===== config.mk =====
export PLATFORM = sky130hd
export DESIGN_NAME = das_sqsum
export DESIGN_NICKNAME = d
export VERILOG_FILES = /design/src/design/dynamic_arrive_steering_top_defines.svh /design/src/design/das_pkg.sv /design/src/design/das_sqsum.sv
export SDC_FILE = /design/constraint.sdc
export NUM_CORES = 2
export LEC_CHECK = 0
export ABC_AREA = 0
export BUFFER_PORTS_ARGS = -buffer_cell sky130_fd_sc_hd__buf_2
export CAP_MARGIN = 20
export CORE_AREA = 2 2 330 495
export DETAILED_ROUTE_END_ITERATION = 8
export DIE_AREA = 0 0 332 497
export RECOVER_POWER = 25
export SYNTH_ARGS = -nofsm -noshare
export SYNTH_HDL_FRONTEND = slang
export SYNTH_SLANG_ARGS = --single-unit

===== constraint.sdc =====
create_clock -name i_clk -period 10.2 [get_ports i_clk]
set_input_delay 2.04 -clock i_clk [delete_from_list [all_inputs] [get_ports i_clk]]
set_output_delay 2.04 -clock i_clk [all_outputs]
set_load 0.005 [all_outputs]

===== src/design/dynamic_arrive_steering_top_defines.svh =====
// assertion macros shared by the arrive steering design
`ifndef DYNAMIC_ARRIVE_STEERING_TOP_DEFINES_SVH
`define DYNAMIC_ARRIVE_STEERING_TOP_DEFINES_SVH

// same-cycle implication, checked outside reset
`define DAS_CHECK(label, clk, rst_n, ante, cons) \
    label: assert property (@(posedge clk) disable iff (!rst_n) (ante) |-> (cons)) \
        else $error("das check failed");

// next-cycle implication, checked outside reset
`define DAS_CHECK_NEXT(label, clk, rst_n, ante, cons) \
    label: assert property (@(posedge clk) disable iff (!rst_n) (ante) |=> (cons)) \
        else $error("das check failed");

`endif


===== src/design/das_pkg.sv =====
// shared constants and register codes for the arrive steering block
`timescale 1ns / 1ps
`default_nettype none
package das_pkg;

    localparam int FRAC_BITS_DEF = 16;
    localparam int CFG_W         = 31;
    localparam int CFG_IDX_W     = 3;
    localparam int COORD_W       = 32;

    // configuration register indexes
    typedef enum logic [CFG_IDX_W-1:0] {
        CFG_MAX_SPEED      = 3'd0,
        CFG_MAX_ACCEL      = 3'd1,
        CFG_TARGET_RADIUS  = 3'd2,
        CFG_SLOW_RADIUS    = 3'd3,
        CFG_TIME_TO_TARGET = 3'd4
    } t_cfg_idx;

    localparam logic [CFG_W-1:0] RST_MAX_SPEED      = 31'd65536;
    localparam logic [CFG_W-1:0] RST_MAX_ACCEL      = 31'd65536;
    localparam logic [CFG_W-1:0] RST_TARGET_RADIUS  = 31'd65536;
    localparam logic [CFG_W-1:0] RST_SLOW_RADIUS    = 31'd655360;
    localparam logic [CFG_W-1:0] RST_TIME_TO_TARGET = 31'd6554;

    // stage-to-stage control: advance strobe and item valid
    typedef struct packed {
        logic en;
        logic valid;
    } t_pipe_ctl;

endpackage
`default_nettype wire


===== src/design/das_sqsum.sv =====
// sum of two squares from split partial products, three stages
`timescale 1ns / 1ps
`default_nettype none
module das_sqsum #(
    parameter int MAG_W  = 32,
    parameter int SIDE_W = 1
) (
    input  wire logic              i_clk,
    input  wire logic              i_rst_n,
    input  wire das_pkg::t_pipe_ctl i_ctl,
    input  wire logic [MAG_W-1:0]  i_mag_x,
    input  wire logic [MAG_W-1:0]  i_mag_y,
    input  wire logic [SIDE_W-1:0] i_side,
    output logic                   o_valid,
    output logic [2*MAG_W:0]       o_sum,
    output logic [SIDE_W-1:0]      o_side
);
    localparam int LO_W  = (MAG_W + 1) / 2;
    localparam int HI_W  = MAG_W - LO_W;
    localparam int SQ_W  = 2 * MAG_W;
    localparam int SUM_W = 2 * MAG_W + 1;

    logic [2*LO_W-1:0]      r_pll_x, r_pll_y;
    logic [HI_W+LO_W-1:0]   r_phl_x, r_phl_y;
    logic [2*HI_W-1:0]      r_phh_x, r_phh_y;
    logic [SQ_W-1:0]        r_sq_x, r_sq_y;
    logic [SUM_W-1:0]       r_sum;
    logic [SIDE_W-1:0]      r_side1, r_side2, r_side3;
    logic [2:0]             r_valid;

    logic [LO_W-1:0] w_lo_x, w_lo_y;
    logic [HI_W-1:0] w_hi_x, w_hi_y;

    assign w_lo_x = i_mag_x[LO_W-1:0];
    assign w_hi_x = i_mag_x[MAG_W-1:LO_W];
    assign w_lo_y = i_mag_y[LO_W-1:0];
    assign w_hi_y = i_mag_y[MAG_W-1:LO_W];

    // valid chain
    always_ff @(posedge i_clk) begin
        if (!i_rst_n) begin
            r_valid <= '0;
        end else if (i_ctl.en) begin
            r_valid <= {r_valid[1:0], i_ctl.valid};
        end
    end

    // partial products, then squares, then the sum
    always_ff @(posedge i_clk) begin
        if (i_ctl.en) begin
            r_pll_x <= (2*LO_W)'(w_lo_x) * (2*LO_W)'(w_lo_x);
            r_pll_y <= (2*LO_W)'(w_lo_y) * (2*LO_W)'(w_lo_y);
            r_phl_x <= (HI_W+LO_W)'(w_hi_x) * (HI_W+LO_W)'(w_lo_x);
            r_phl_y <= (HI_W+LO_W)'(w_hi_y) * (HI_W+LO_W)'(w_lo_y);
            r_phh_x <= (2*HI_W)'(w_hi_x) * (2*HI_W)'(w_hi_x);
            r_phh_y <= (2*HI_W)'(w_hi_y) * (2*HI_W)'(w_hi_y);
            r_side1 <= i_side;

            r_sq_x  <= (SQ_W'(r_phh_x) << (2*LO_W)) + (SQ_W'(r_phl_x) << (LO_W+1))
                       + SQ_W'(r_pll_x);
            r_sq_y  <= (SQ_W'(r_phh_y) << (2*LO_W)) + (SQ_W'(r_phl_y) << (LO_W+1))
                       + SQ_W'(r_pll_y);
            r_side2 <= r_side1;

            r_sum   <= SUM_W'(r_sq_x) + SUM_W'(r_sq_y);
            r_side3 <= r_side2;
        end
    end

    assign o_valid = r_valid[2];
    assign o_sum   = r_sum;
    assign o_side  = r_side3;

endmodule
`default_nettype wire


==> impl_metrics.ini <==
[outcome]
status = complete, but fails checks
violations = capacitance limit, slew limit

[setup_path]
crit_slowest_cell = clkbuf_1
r2r_cells = 13
slowest_delay_ps = 1340
crit_fanout = 35
crit_chain = clkbuf_1 > and2_1 > inv_1 > fa_1 > inv_1 > ha_1 > fa_1 > fa_1 > fa_1 > inv_1 > fa_1 > inv_1 > ha_1 > and4_1 > and2_1 > a311o_1 > nand2_1 > a211o_1 > a41oi_1 > o41ai_1 > o21ai_0 > a21oi_1 > xnor2_1
crit_required_ps = 10530
r2r_slack_ps = 5900
crit-reg2reg-launch = r_pll_x[17]
crit_top_cell = fa_1
worstSetupPathType = in -> reg
critPathArrivalTime_ps = 9150
start_kind = input pin
cp-end-kind = register
r2r_end = r_sq_x[61]

[floorplan]
core_area_um2 = 160000
initial_core_util = 0.398
die_x_um = 332
fp-row-count = 180
die_h_um = 497
die_area_um2 = 165000
io_pins = 136

[route]
num_vias = 44793
drt-initial-drc-count = 2424
drc = 0
ant_nets = 0
via_per_inst = 5.10
finalWirelength_um = 170000
drt-wirelength-per-cell_um = 19.4
dr.pass1.iters = 5

[timing]
hold_viol = 0
slew_violations = 201
min_period_over_period = 0.865
tns_ps = 0
period_needed_ps = 8820
rsz0062_at_grt = no
tightest_slew_ps = 5840
skew_ps = 37.3
setup_violations = 0
fmax_mhz = 113
slew_headroom = -2.89

[yosys]
synth_warnings = 0
ys_top_cells_by_area = fa_1 33%, edfxtp_1 18%, ha_1 15%
synth_top_family_by_area = adder cells
synth_compound_area_frac = 0.0776
synth_area_um2 = 63900
synthFlopType = edfxtp_1
synth_nets = 8487
synth-xor-area-share = 0.0465
ys_types = 85
synth-seq-area-share = 0.181
synth_edf_count = 382
synth-adder-area-share = 0.471
ys_ff_latch = 385
synth_top_area_cell = fa_1
async_reset_ff_frac = 0
yosysMostFrequentCell = inv_1
synthMuxAreaShare = 0.00196
avgSynthCellArea_um2 = 9.62
synth_top_area_share = 0.326
synthSimpleGateAreaFrac = 0.121
synthCells = 6637
synth_common_cells = 1,492 x inv_1, 1,039 x fa_1, 742 x ha_1, 693 x nand2_1, 382 x edfxtp_1

[hold_path]
holdPathStages = 0
hp-class = reg -> reg
hold_end = r_sq_y[16]
hold_start = r_pll_y[16]

[clock_network]
cts-root-buf = clkbuf_16
numCtsBuffers = 43
clkTransAtPathRegs_ps = 60
cts_setup_buffers = 0
ctsHtreeMaxLevel = 2
numClockSinks = 385
ctsLongestPathBuffers = 3
cts_tree = done
cts-resized-gates = 0
ctsHoldBuffers = 0
clk_latency_ps = 610

[place]
gp_congestion = 0.891
dp_hpwl_um = 138000
io_buffers = 135

[layout]
drive_gt1_frac = 0.0457
nNetsFinal = 8498
area_growth_pct = 6.60

[global_routing]
grt_max_degree = 143
grt_usage = 0.212
grt_pass1_wl_um = 274000
first_global_vias = 49860
antenna_found_initial = 2
grt.overflow.total = 0

[job]
drv_cap = 4
==> routing by layer <==
layer  share of wire  up-vias  track usage
met5        0.000076        -            0
met3           0.035      361       0.0171
met4           0.063        2        0.113
met1            0.38    22685        0.239
li1                -    20758            -
met2            0.52      987        0.395
==> how the worst max path moves through the flow <==
stage | endpoint | cells after the start | startpoint
floorplan | r_pll_x[30] | 27 | i_mag_x[3]
global placement | r_pll_y[31] | 24 | i_mag_y[8]
detailed placement | r_pll_y[31] | 24 | i_mag_y[8]
CTS | r_pll_y[31] | 24 | i_mag_y[8]
global route | r_pll_x[30] | 23 | i_mag_x[0]
finish | r_pll_x[31] | 23 | i_mag_x[0]
==> layout by cell type (no fill, tap or decap), types with 41 or more instances in the layout <==
master	Yosys	routed
fa_1	1039	1039
buf_2	5	130
inv_1	1492	1492
nand3_1	64	65
a21oi_1	245	246
nand2_1	693	693
nor2_1	294	294
and2_1	336	334
nor3_1	43	43
clkbuf_16	0	44
o21ai_0	122	123
xnor2_1	241	241
a21o_1	116	116
nand2b_1	41	41
nor2b_1	52	52
xor2_1	98	98
buf_4	0	44
ha_1	742	742
edfxtp_1	382	382
==> flip-flops by register name, summed over array words and instances, names as in the netlist, 3 cells and up <==
signal   count
r_phl_x     32
o_sum       65
r_pll_y     31
r_pll_x     31
r_sq_y      63
r_valid      3
r_sq_x      63
r_phh_x     31
r_phl_y     32
r_phh_y     31
==> logic make-up (layout without fill, tap and decap cells) <==
kind of cell,after synthesis,in the layout
adders and majority gates,1781,1781
buffers and inverters,1717,1761
and+or+nand+nor,1643,1643
AOI/OAI and AO/OA,760,760
DFF,385,385
xor gates and xnor gates,339,339
muxes,12,12
other,0,2
==> worst max-delay path, delay by kind of cell <==
kind	cells	cell delay, ps
AO/OA/AOI/OAI	6	1530
adder cells (fa/ha/maj)	7	3010
XOR/XNOR	1	70
AND/OR/NAND/NOR	4	900
buffers and inverters	5	1570
==> layout make-up <==
cell class,count,area [um^2]
multi-input cells,4535,45800
fillers,15640,92300
clock buffers,47,1110
repair buffers,183,1030
diodes,2,5.00
well taps,2093,2620
inverters,1500,5630
clock inverters,31,297
flip-flops and latches,385,11500
==> stage by stage <==
stage | util | hold WS [ps] | setup slack (ps) | instance area, um^2 | instances
final | 0.424 | 410 | 1380 | 68100 | 8776
after floorplan | - | 400 | 2010 | 63900 | 6637
after global placement | 0.416 | 401 | 1230 | 66700 | 8696
after global routing | 0.424 | 424 | 1070 | 68100 | 8774
after CTS | 0.425 | 417 | 1760 | 68100 | 8774
after detailed placement | 0.416 | 405 | 1120 | 66700 | 8696
Power is not shown: default switching activity piles up to over one toggle a cycle in this logic, so the estimate is an artifact.
