[config.mk]
export PLATFORM = sky130hd
export DESIGN_NAME = das_div
export DESIGN_NICKNAME = d
export VERILOG_FILES = /design/src/design/dynamic_arrive_steering_top_defines.svh /design/src/design/das_pkg.sv /design/src/design/das_div.sv
export SDC_FILE = /design/constraint.sdc
export NUM_CORES = 2
export LEC_CHECK = 0
export BUFFER_PORTS_ARGS = -buffer_cell sky130_fd_sc_hd__buf_2
export CELL_PAD_IN_SITES_DETAIL_PLACEMENT = 2
export CELL_PAD_IN_SITES_GLOBAL_PLACEMENT = 2
export CORE_ASPECT_RATIO = 0.6
export CORE_UTILIZATION = 41
export DETAILED_ROUTE_END_ITERATION = 16
export PLACE_DENSITY_LB_ADDON = 0.1
export RECOVER_POWER = 100
export SKIP_LAST_GASP = 1
export SYNTH_ARGS = -nofsm -noshare
export SYNTH_HDL_FRONTEND = slang
export SYNTH_SLANG_ARGS = --single-unit
[constraint.sdc]
create_clock -name i_clk -period 3.9 [get_ports i_clk]
set_clock_uncertainty 0.15 [all_clocks]
set_input_delay 0.975 -clock i_clk [delete_from_list [all_inputs] [get_ports i_clk]]
set_output_delay 0.975 -clock i_clk [all_outputs]
set_load 0.01 [all_outputs]
[src/design/dynamic_arrive_steering_top_defines.svh]
// assertion macros shared by the arrive steering design
`ifndef DYNAMIC_ARRIVE_STEERING_TOP_DEFINES_SVH
`define DYNAMIC_ARRIVE_STEERING_TOP_DEFINES_SVH

// same-cycle implication, checked outside reset
`define DAS_CHECK(label, clk, rst_n, ante, cons) \
    label: assert property (@(posedge clk) disable iff (!rst_n) (ante) |-> (cons)) \
        else $error("das check failed");

// next-cycle implication, checked outside reset
`define DAS_CHECK_NEXT(label, clk, rst_n, ante, cons) \
    label: assert property (@(posedge clk) disable iff (!rst_n) (ante) |=> (cons)) \
        else $error("das check failed");

`endif

[src/design/das_pkg.sv]
// shared constants and register codes for the arrive steering block
`timescale 1ns / 1ps
`default_nettype none
package das_pkg;

    localparam int FRAC_BITS_DEF = 16;
    localparam int CFG_W         = 31;
    localparam int CFG_IDX_W     = 3;
    localparam int COORD_W       = 32;

    // configuration register indexes
    typedef enum logic [CFG_IDX_W-1:0] {
        CFG_MAX_SPEED      = 3'd0,
        CFG_MAX_ACCEL      = 3'd1,
        CFG_TARGET_RADIUS  = 3'd2,
        CFG_SLOW_RADIUS    = 3'd3,
        CFG_TIME_TO_TARGET = 3'd4
    } t_cfg_idx;

    localparam logic [CFG_W-1:0] RST_MAX_SPEED      = 31'd65536;
    localparam logic [CFG_W-1:0] RST_MAX_ACCEL      = 31'd65536;
    localparam logic [CFG_W-1:0] RST_TARGET_RADIUS  = 31'd65536;
    localparam logic [CFG_W-1:0] RST_SLOW_RADIUS    = 31'd655360;
    localparam logic [CFG_W-1:0] RST_TIME_TO_TARGET = 31'd6554;

    // stage-to-stage control: advance strobe and item valid
    typedef struct packed {
        logic en;
        logic valid;
    } t_pipe_ctl;

endpackage
`default_nettype wire

[src/design/das_div.sv]
// pipelined restoring divider, one quotient bit per stage
`timescale 1ns / 1ps
`default_nettype none
module das_div #(
    parameter int NUM_W  = 62,
    parameter int DEN_W  = 31,
    parameter int QUO_W  = 31,
    parameter int SIDE_W = 1
) (
    input  wire logic              i_clk,
    input  wire logic              i_rst_n,
    input  wire das_pkg::t_pipe_ctl i_ctl,
    input  wire logic [NUM_W-1:0]  i_num,
    input  wire logic [DEN_W-1:0]  i_den,
    input  wire logic [SIDE_W-1:0] i_side,
    output logic                   o_valid,
    output logic [QUO_W-1:0]       o_quo,
    output logic [SIDE_W-1:0]      o_side
);
    localparam int WIDE_W = NUM_W + DEN_W;

    logic [WIDE_W-1:0] w_num_hi;
    logic [DEN_W-1:0]  w_rem_in  [QUO_W];
    logic [QUO_W-1:0]  w_work_in [QUO_W];
    logic [DEN_W-1:0]  w_den_in  [QUO_W];
    logic [SIDE_W-1:0] w_side_in [QUO_W];
    logic [QUO_W-1:0]  w_valid_in;

    logic [DEN_W-1:0]  r_rem  [QUO_W];
    logic [QUO_W-1:0]  r_work [QUO_W];
    logic [DEN_W-1:0]  r_den  [QUO_W];
    logic [SIDE_W-1:0] r_side [QUO_W];
    logic [QUO_W-1:0]  r_valid;

    // dividend bits above the quotient width seed the remainder
    assign w_num_hi = WIDE_W'(i_num) >> QUO_W;

    for (genvar k = 0; k < QUO_W; k++) begin : g_stage
        logic [DEN_W:0]   w_trial;
        logic [DEN_W:0]   w_diff;
        logic             w_ge;
        logic [DEN_W-1:0] n_rem;
        logic [QUO_W-1:0] n_work;

        if (k == 0) begin : g_first
            assign w_rem_in[k]  = w_num_hi[DEN_W-1:0];
            assign w_work_in[k] = i_num[QUO_W-1:0];
            assign w_den_in[k]  = i_den;
            assign w_side_in[k] = i_side;
            assign w_valid_in[k] = i_ctl.valid;
        end else begin : g_next
            assign w_rem_in[k]  = r_rem[k-1];
            assign w_work_in[k] = r_work[k-1];
            assign w_den_in[k]  = r_den[k-1];
            assign w_side_in[k] = r_side[k-1];
            assign w_valid_in[k] = r_valid[k-1];
        end

        // trial subtract of the divisor
        always_comb begin
            w_trial = {w_rem_in[k], w_work_in[k][QUO_W-1]};
            w_diff  = w_trial - {1'b0, w_den_in[k]};
            w_ge    = (w_trial >= {1'b0, w_den_in[k]});
            n_rem   = w_ge ? w_diff[DEN_W-1:0] : w_trial[DEN_W-1:0];
            n_work  = {w_work_in[k][QUO_W-2:0], w_ge};
        end

        always_ff @(posedge i_clk) begin
            if (!i_rst_n) begin
                r_valid[k] <= 1'b0;
            end else if (i_ctl.en) begin
                r_valid[k] <= w_valid_in[k];
            end
        end

        always_ff @(posedge i_clk) begin
            if (i_ctl.en) begin
                r_rem[k]  <= n_rem;
                r_work[k] <= n_work;
                r_den[k]  <= w_den_in[k];
                r_side[k] <= w_side_in[k];
            end
        end
    end

    assign o_valid = r_valid[QUO_W-1];
    assign o_quo   = r_work[QUO_W-1];
    assign o_side  = r_side[QUO_W-1];

endmodule
`default_nettype wire

==> results.json <==
{
  "netSwitchingPower_mw": 61.4,
  "rsz0062_at_grt": "true",
  "setup_slack_ps": -181,
  "fmax_mhz": 245,
  "synth.largest_area_cell": "edfxtp_1",
  "swShare_pct": 40.0,
  "clock_latency_ps": 940,
  "crit_path_max_fanout": 7,
  "cts_sinks": 2883,
  "portBuffers": 130,
  "power.share.clock_pct": 19.8,
  "synthFlopType": "edfxtp_1",
  "yosys_warnings": 0,
  "synth_area_leaders": "edfxtp_1 (59%), ha_1 (8.2%), a21oi_1 (3.4%), inv_1 (3.1%), xnor2_1 (2.6%)",
  "ys_seq_elements": 2883,
  "async_flop_share_pct": 0,
  "slew_headroom_pct": -78.0,
  "timing_worst_setup_path_type": "reg2reg",
  "finalWirelength_um": 499000,
  "nets": 14200,
  "synth_edf_count": 2852,
  "grt_max_degree": 97,
  "netlist_instances": 12000,
  "die_h_um": 465,
  "min_period_ps": 4080,
  "vias": 104000,
  "yosys-top-cells-count": "edfxtp_1 (2852), inv_1 (1214), a21oi_1 (997)",
  "antenna_found_initial": 30,
  "yosysSeqAreaShare_pct": 59.0,
  "hp-class": "in2reg",
  "p_leak_nw": 69.2,
  "r2r-start": "r_den[0][217]",
  "ant_nets": 0,
  "violations": "max-capacitance violations, max-slew violations, negative setup slack",
  "drv_slew": 37,
  "dp_cells": 17400,
  "hpwl_um": 357000,
  "drtPass1Iterations": 5,
  "place_congestion": 0.886,
  "fp.dieArea_sq_um": 359000,
  "area_growth_pct": 16.8,
  "ys_types": 99,
  "final_cell_count_no_fill": 18100,
  "power_mw": 154,
  "rows": 169,
  "powerDensity_nw_per_um2": 900,
  "grt_pass1_vias": 111000,
  "setup_viol_count_final": 125,
  "hold_viol": 0,
  "grt_pass1_wl_um": 731000,
  "period_share_pct": 105,
  "worstRegToRegCells": 15,
  "syn_nets": 13100,
  "syn_avg_cell_area_sq_um": 12.2,
  "drive_gt1_share_pct": 14.6,
  "die_w_um": 773,
  "min_from": "i_num[5]",
  "cts_buffers": 306,
  "setup.worst_path.start_class": "register",
  "tightest_slew_ps": 2670,
  "worstHoldEndpoint": "r_work[0][6]",
  "grt_use_total_pct": 26.4,
  "viasPerCell": 5.73,
  "intPower_mw": 92.2,
  "dp_slack_ps": -544,
  "p_comb_share_pct": 47.6,
  "rr_endpoint": "r_rem[0][250]",
  "tritoncts": "yes",
  "ir_worst_vdd_uv": 421,
  "cts.clk_slew.worst_paths_ps": 80,
  "grt.overflow.total": 0,
  "netlist.area_leader.share_pct": 58.6,
  "cts_buffer_depth": 4,
  "worstPathRequired_ps": 4470,
  "cp-end-kind": "register",
  "min_path_cells": 1,
  "drt-wirelength-per-cell_um": 27.6,
  "drv_cap": 1,
  "drcViolationCount": 0,
  "drtIter0Drc": 8127,
  "r2r_setup_slack_ps": -180,
  "seq_power_share_pct": 32.6,
  "cts_max_level": 5,
  "design.core.area_sq_um": 354000,
  "ios": 131,
  "start_util_pct": 41.3,
  "clockRootBuffer": "clkbuf_16",
  "arrival_ps": 4650,
  "status": "finished, violations left",
  "synth_area_sq_um": 146000,
  "startpoint": "r_den[0][217]",
  "hold_slack_ps": 86.5,
  "synth_most_common_cell": "edfxtp_1"
}
## flip-flops by register name (all words and copies together), names as in the netlist
| signal | count |
|---|---|
| o_valid | 1 |
| r_den | 930 |
| r_rem | 930 |
| r_work | 961 |
| r_side | 31 |
| r_valid | 30 |
## per-layer routing
metal  routed length, um  track usage (%)
met5                  21                0
met4               12100             5.85
met3               25200             2.83
met2              225000             41.6
met1              237000             39.5
## power groups by stage
stage                     logic (mW)  clock network (mW)  registers [mW]
after floorplan                 43.4                   0            47.1
after global placement          61.4                   0            50.1
after detailed placement        66.2                   0            50.4
after CTS                       70.1                31.0            50.0
after global routing            78.6                32.1            50.6
final                           73.1                30.4            50.1
## cell usage in the layout (no fill, tap or decap), types with 43 or more instances in the layout
master,netlist,routed
inv_1,1214,1206
a21oi_1,997,951
xor2_1,327,327
clkbuf_16,0,318
nor3_1,125,115
o21ai_0,714,670
clkbuf_1,152,167
clkinv_1,3,63
nand4_1,162,162
a31oi_1,82,76
edfxtp_1,2852,2852
a21o_1,482,482
o21a_1,125,124
mux2i_1,50,47
nand3_1,153,151
ha_1,961,936
clkbuf_4,0,43
nand2b_1,130,128
and2_1,45,44
nand2_1,734,730
nor2b_1,160,146
xnor2_1,439,439
o31ai_1,86,74
buf_12,0,59
and3_1,103,102
nor2_1,723,709
a211oi_1,69,60
buf_4,1,647
buf_2,47,63
o211ai_1,63,63
o21bai_1,112,107
clkinv_2,0,50
mux2_2,290,267
## timing repair
item,in CTS,in global routing
gates cloned,12,7
buffers inserted,72,77
setup endpoints to repair,591,603
pin swaps,59,99
gates resized for setup,203,239
hold buffers,0,0
## area by class of cell
| class | instances | area [sq um] |
|---|---|---|
| diodes | 11 | 27.5 |
| clock buffers | 365 | 8090 |
| clock inverters | 177 | 1780 |
| fillers | 34700 | 183000 |
| inverters | 1218 | 4570 |
| multi-input cells | 7711 | 56100 |
| flip-flops and latches | 2883 | 86300 |
| well taps | 4702 | 5880 |
| repair buffers | 1014 | 8110 |
## worst max-delay path by stage
stage	endpoint	slack, ps	cells past startpoint
finish	r_rem[0][250]	-180	15
global route	r_rem[0][63]	-200	16
CTS	r_rem[0][120]	-130	13
detailed placement	r_rem[0][3]	-540	15
global placement	r_rem[0][3]	-380	15
floorplan	r_rem[0][14]	130	12
## through the flow
step           TNS [ps]  area (sq um)  util [%]
6_report          -6300        171000      48.2
5_1_grt          -36730        171000      48.2
4_1_cts            -740        170000      48.0
3_5_place_dp     -77150        159000      44.8
3_3_place_gp     -19720        159000      44.8
2_1_floorplan         0        146000         -
## cell families after synthesis
family          Yosys count  share of synthesized area [%]
flops                  2883                           59.0
compound gates         3074                           13.1
xor+xnor                766                           4.59
simple gates           2534                           8.27
fa+ha+maj               991                           8.63
mux                     346                           2.62
buf+inv                1441                           3.78
## critical path, cell delays in order (launching register included)
cell and delay [ps]:
edfxtp_1 490, ha_2 280, fa_2 440, nor2b_2 160
o31a_1 240, o2111ai_4 170, o31a_1 340, a21oi_2 200
buf_4 170, nor2_4 40, o21ai_2 180, a41o_4 350
buf_12 190, buf_8 140, nor2_2 50, a21oi_1 260
Note: power is estimated with default switching activity, not from simulation.
