**src/design/dynamic_arrive_steering_top_defines.svh**
```systemverilog
// assertion macros shared by the arrive steering design
`ifndef DYNAMIC_ARRIVE_STEERING_TOP_DEFINES_SVH
`define DYNAMIC_ARRIVE_STEERING_TOP_DEFINES_SVH

// same-cycle implication, checked outside reset
`define DAS_CHECK(label, clk, rst_n, ante, cons) \
    label: assert property (@(posedge clk) disable iff (!rst_n) (ante) |-> (cons)) \
        else $error("das check failed");

// next-cycle implication, checked outside reset
`define DAS_CHECK_NEXT(label, clk, rst_n, ante, cons) \
    label: assert property (@(posedge clk) disable iff (!rst_n) (ante) |=> (cons)) \
        else $error("das check failed");

`endif

```
**src/design/das_pkg.sv**
```systemverilog
// shared constants and register codes for the arrive steering block
`timescale 1ns / 1ps
`default_nettype none
package das_pkg;

    localparam int FRAC_BITS_DEF = 16;
    localparam int CFG_W         = 31;
    localparam int CFG_IDX_W     = 3;
    localparam int COORD_W       = 32;

    // configuration register indexes
    typedef enum logic [CFG_IDX_W-1:0] {
        CFG_MAX_SPEED      = 3'd0,
        CFG_MAX_ACCEL      = 3'd1,
        CFG_TARGET_RADIUS  = 3'd2,
        CFG_SLOW_RADIUS    = 3'd3,
        CFG_TIME_TO_TARGET = 3'd4
    } t_cfg_idx;

    localparam logic [CFG_W-1:0] RST_MAX_SPEED      = 31'd65536;
    localparam logic [CFG_W-1:0] RST_MAX_ACCEL      = 31'd65536;
    localparam logic [CFG_W-1:0] RST_TARGET_RADIUS  = 31'd65536;
    localparam logic [CFG_W-1:0] RST_SLOW_RADIUS    = 31'd655360;
    localparam logic [CFG_W-1:0] RST_TIME_TO_TARGET = 31'd6554;

    // stage-to-stage control: advance strobe and item valid
    typedef struct packed {
        logic en;
        logic valid;
    } t_pipe_ctl;

endpackage
`default_nettype wire

```
**src/design/das_isqrt.sv**
```systemverilog
// pipelined integer square root, one root bit per stage
`timescale 1ns / 1ps
`default_nettype none
module das_isqrt #(
    parameter int RAD_W  = 66,
    parameter int SIDE_W = 1
) (
    input  wire logic              i_clk,
    input  wire logic              i_rst_n,
    input  wire das_pkg::t_pipe_ctl i_ctl,
    input  wire logic [RAD_W-1:0]  i_rad,
    input  wire logic [SIDE_W-1:0] i_side,
    output logic                   o_valid,
    output logic [RAD_W/2-1:0]     o_root,
    output logic [SIDE_W-1:0]      o_side
);
    localparam int ROOT_W = RAD_W / 2;
    localparam int REM_W  = ROOT_W + 1;
    localparam int TRY_W  = ROOT_W + 3;

    logic [REM_W-1:0]  w_rem_in  [ROOT_W];
    logic [RAD_W-1:0]  w_rad_in  [ROOT_W];
    logic [ROOT_W-1:0] w_root_in [ROOT_W];
    logic [SIDE_W-1:0] w_side_in [ROOT_W];
    logic [ROOT_W-1:0] w_valid_in;

    logic [REM_W-1:0]  r_rem  [ROOT_W];
    logic [RAD_W-1:0]  r_rad  [ROOT_W];
    logic [ROOT_W-1:0] r_root [ROOT_W];
    logic [SIDE_W-1:0] r_side [ROOT_W];
    logic [ROOT_W-1:0] r_valid;

    for (genvar k = 0; k < ROOT_W; k++) begin : g_stage
        logic [TRY_W-1:0]  w_trial;
        logic [TRY_W-1:0]  w_cand;
        logic [TRY_W-1:0]  w_diff;
        logic              w_ge;
        logic [REM_W-1:0]  n_rem;
        logic [ROOT_W-1:0] n_root;

        if (k == 0) begin : g_first
            assign w_rem_in[k]   = '0;
            assign w_rad_in[k]   = i_rad;
            assign w_root_in[k]  = '0;
            assign w_side_in[k]  = i_side;
            assign w_valid_in[k] = i_ctl.valid;
        end else begin : g_next
            assign w_rem_in[k]   = r_rem[k-1];
            assign w_rad_in[k]   = r_rad[k-1];
            assign w_root_in[k]  = r_root[k-1];
            assign w_side_in[k]  = r_side[k-1];
            assign w_valid_in[k] = r_valid[k-1];
        end

        // bring down two radicand bits and try root*4+1
        always_comb begin
            w_trial = {w_rem_in[k], w_rad_in[k][RAD_W-1:RAD_W-2]};
            w_cand  = TRY_W'({w_root_in[k], 2'b01});
            w_diff  = w_trial - w_cand;
            w_ge    = (w_trial >= w_cand);
            n_rem   = w_ge ? w_diff[REM_W-1:0] : w_trial[REM_W-1:0];
            n_root  = {w_root_in[k][ROOT_W-2:0], w_ge};
        end

        always_ff @(posedge i_clk) begin
            if (!i_rst_n) begin
                r_valid[k] <= 1'b0;
            end else if (i_ctl.en) begin
                r_valid[k] <= w_valid_in[k];
            end
        end

        always_ff @(posedge i_clk) begin
            if (i_ctl.en) begin
                r_rem[k]  <= n_rem;
                r_rad[k]  <= {w_rad_in[k][RAD_W-3:0], 2'b00};
                r_root[k] <= n_root;
                r_side[k] <= w_side_in[k];
            end
        end
    end

    assign o_valid = r_valid[ROOT_W-1];
    assign o_root  = r_root[ROOT_W-1];
    assign o_side  = r_side[ROOT_W-1];

endmodule
`default_nettype wire

```
**config.mk**
```make
export PLATFORM = sky130hd
export DESIGN_NAME = das_isqrt
export DESIGN_NICKNAME = d
export VERILOG_FILES = /design/src/design/dynamic_arrive_steering_top_defines.svh /design/src/design/das_pkg.sv /design/src/design/das_isqrt.sv
export SDC_FILE = /design/constraint.sdc
export NUM_CORES = 2
export LEC_CHECK = 0
export BUFFER_PORTS_ARGS = -buffer_cell sky130_fd_sc_hd__buf_4
export CORE_UTILIZATION = 58
export DETAILED_ROUTE_END_ITERATION = 10
export HOLD_SLACK_MARGIN = 0.12
export PLACE_DENSITY = 0.78
export SETUP_SLACK_MARGIN = 0.05
export SLEW_MARGIN = 40
export SYNTH_ARGS = -nofsm -noshare
export SYNTH_HDL_FRONTEND = slang
export SYNTH_MEMORY_MAX_BITS = 65536
export SYNTH_SLANG_ARGS = --single-unit
```
**constraint.sdc**
```tcl
create_clock -name i_clk -period 3.55 [get_ports i_clk]
set_input_delay 1.065 -clock i_clk [delete_from_list [all_inputs] [get_ports i_clk]]
set_output_delay 1.065 -clock i_clk [all_outputs]
set_load 0.01 [all_outputs]
```
==> out/results.tsv <==
stage	metric	value	unit
timing	setup_tns	0	ns
run	max_cap_viol_count	0	
detailed_routing	drt_first_iter_violations	6604	
place	io_buffers	105	
place	dpl.cell_count	13000	
clock_network	path_clk_slew	0.07	ns
setup_path	cp-end-kind	register	
setup_path	worst_setup_path_start_kind	register	
clock_network	cts_buffer_depth	4	
layout	multi_input_comb_area	42140	sq um
synth	ys.flop_type	edfxtp_1	
run_status	failed_checks	DRC	
synth	synth_edf_count	2687	
timing	slew_violations	0	
global_routing	grt_use_met1	0.3314	
layout	final_cell_mix	edfxtp_1 (2687), inv_1 (743), nand2_1 (694)	
layout	fin_area	144200	sq um
timing	setup_slack	0.06621	ns
global_routing	grt_pass1_vias	77690	
floorplanning	io-pin-count	106	
power	power-per-cell-area	661.3	nW/um^2
place	placed_area	134000	sq um
synth	async_reset_ff_frac	0	
layout	finalNonFillerCells	13540	
synth	synth-seq-cells	2720	
detailed_routing	num_vias	79330	
min_path	hold_start	i_rad[36]	
power	p_leak	55.65	nW
global_routing	top_usage_layer	met2	
timing	rsz0062_at_grt	true	
layout	final_net_count	11140	
floorplanning	core-area	217000	sq um
layout	mostFrequentLayoutCell	edfxtp_1	
timing	setup_viol	0	
setup_path	worstPathRequired	4.20	ns
timing	relSlewSlack	0.4919	
layout	layout-drive-gt1-share	0.1154	
setup_path	critPathArrivalTime	4.13	ns
clock_network	htreeDepth	5	
timing	hold_viol	0	
setup_path	crit_chain	inv_2, ha_4, a21o_1, a21oi_2, a21bo_4, a221oi_4, buf_6, o31ai_4, o41ai_4, buf_4, nand3b_1, or4_4, xnor2_2	
detailed_routing	antenna_left	0	
place	gp_congestion	0.9693	
detailed_routing	drtPass1Iterations	11	
layout	area_growth	13.97	%
floorplanning	start_util	0.5831	
detailed_routing	drcViolationCount	2	
min_path	min_path_cells	1	
power	peakVddDrop	0.5951	mV
layout	fill_cells	15450	
floorplanning	fp-row-count	171	
timing	fin_crit	3.484	ns
clock_network	cts_hold_buf	0	
layout	seqCellArea	81350	sq um
setup_path	ff2ff_path_depth	13	
setup_path	path_class	reg2reg	
timing	fmax	0.2870	GHz
floorplanning	die_w	469.0	microns
global_routing	grt_usage	0.2613	
synth	yosysUniqueCellTypes	100	
timing	fin_skew	0.05611	ns
power	p_total	95.33	mW
setup_path	crit_slowest_cell	or4_4	
clock_network	numCtsBuffers	299	
clock_network	clockRootBuffer	clkbuf_16	
clock_network	clock_latency	0.93	ns
setup_path	slowest_delay	0.52	ns
detailed_routing	vias_per_cell	5.861	
place	hpwlAfterDp	213000	microns
detailed_routing	wl_per_cell	21.42	microns
synth	syn-cell-area	126500	sq um
clock_network	cts_sinks	2720	
min_path	worst_hold_path_type	in2reg	
global_routing	grt_max_degree	143	
global_routing	antenna_found_initial	6	
detailed_routing	finalWirelength	290000	microns
synth	yosys_warnings	0	
global_routing	overflow	0	
clock_network	cts_tree	built	
run_status	status	finished with violations	
floorplanning	die_h	469.0	microns
place	post-place-ws	-0.2116	ns
synth	ys_seq_area_frac	0.6431	
timing	period_share	0.9813	
synth	synthCells	9834	
setup_path	reg2reg_to	r_rem[0][570]	
global_routing	grt_util_met2	0.4456	
setup_path	cp_max_fo	4	
global_routing	grt_pass1_wl	441300	microns
global_routing	grt_use_met3	0.03510	
setup_path	r2r_start	r_root[0][497]	
floorplanning	dieArea	220000	sq um
min_path	whs_endpoint	r_rad[0][36]	
synth	syn_avg_cell_area	12.86	sq um
timing	worst_pin_slew	0.7552	ns
synth	synth_nets	10500	
setup_path	reg2reg_slack	0.07	ns
-- sequential cells by signal (all words and copies together), names as in the netlist --
register and flops:
r_rad 1056, r_rem 1037, r_root 561, r_side 33, r_valid 32, o_valid 1
-- layer usage --
layer / share of wire / vias to the layer above / routed length [microns]
li1: - / 37610 / -
met1: 0.41 / 38450 / 118200
met2: 0.49 / 2507 / 141800
met3: 0.052 / 759 / 15050
met4: 0.052 / 0 / 14960
met5: 0 / - / 0
-- cells by family (layout without fill, tap and decap cells) --
family | count (synthesis) | count (layout) | share of synthesized area
other | 1 | 2 | 0.00002965
buffers and inverters | 962 | 1810 | 0.02874
flip-flops | 2720 | 2720 | 0.6431
AND/OR/NAND/NOR | 2568 | 2568 | 0.1013
adder cells (fa/ha/maj) | 596 | 596 | 0.05895
AO/OA/AOI/OAI | 1996 | 1996 | 0.09762
multiplexers | 105 | 105 | 0.008912
XOR/XNOR | 886 | 886 | 0.06135
-- power breakdown --
group	leakage (nW)	internal [mW]	switching [mW]	total, mW
Clock	4.63	17.9	12.1	30.0
Sequential	26.1	40.7	3.08	43.8
Combinational	24.9	9.13	12.4	21.5
Total	55.7	67.7	27.6	95.3
-- cell usage after synthesis, types with 45 or more instances --
cell / count / share of area
nor2b_1: 125 / 0.0062
a21oi_1: 599 / 0.024
o21ai_0: 559 / 0.022
a31oi_1: 46 / 0.0023
or3_1: 104 / 0.0051
clkbuf_1: 187 / 0.0055
xor2_1: 432 / 0.030
nor4_1: 120 / 0.0059
or2_2: 45 / 0.0022
or4_1: 45 / 0.0027
nand3_1: 151 / 0.0060
nor2_1: 584 / 0.017
o21a_1: 101 / 0.0060
a211oi_1: 50 / 0.0030
a21o_1: 254 / 0.015
o31ai_1: 56 / 0.0033
nor3_1: 235 / 0.0093
nand2_1: 695 / 0.021
o21bai_1: 62 / 0.0037
and3_1: 56 / 0.0028
ha_1: 596 / 0.059
nand2b_1: 101 / 0.0050
xnor2_1: 454 / 0.031
nand4_1: 122 / 0.0060
inv_1: 745 / 0.022
mux2_2: 60 / 0.0053
edfxtp_1: 2687 / 0.64
-- through the flow --
step                      hold slack (ns)    util
final                              0.3080  0.6645
after global routing               0.2539  0.6645
after CTS                          0.2414  0.6618
after detailed placement           0.4045  0.6176
after global placement             0.4002  0.6176
after floorplan                    0.4003       -
-- worst max path at each step --
stage                   start              to  slack, ns
2_1_floorplan   r_rem[0][994]  r_rem[0][1049]       0.24
3_3_place_gp    r_rem[0][995]  r_rem[0][1049]      -0.24
3_5_place_dp    r_rem[0][995]  r_rem[0][1049]      -0.21
4_1_cts         r_rem[0][717]   r_rem[0][775]       0.06
5_1_grt        r_root[0][497]   r_rem[0][570]      -0.04
6_report       r_root[0][497]   r_rem[0][570]       0.07
-- area by class of cell --
| cell class | instances | area share |
|---|---|---|
| antenna | 1 | 0.00001736 |
| clock buffer | 348 | 0.05458 |
| clock inverter | 165 | 0.01113 |
| inverter | 748 | 0.01948 |
| multi-input combinational | 6152 | 0.2923 |
| sequential | 2720 | 0.5643 |
| tap | 2854 | 0.02477 |
| timing repair buffer | 549 | 0.03343 |
-- critical path: cells and delay by family (launching register included) --
family                     cells  cell delay [ns]
AOI/OAI and AO/OA              6             1.36
and+or+nand+nor                2             0.65
buffers and inverters          3             0.43
DFF                            1             0.41
adders and majority gates      1             0.21
xor gates and xnor gates       1             0.15
-- repair_timing --
item	4_1_cts	5_1_grt
hold endpoints to repair	0	0
resized for setup	17	98
buffers inserted	6	14
pin swaps	4	19
endpoints found under the setup margin	28	202
No activity file was read; power rests on OpenSTA's default activity.
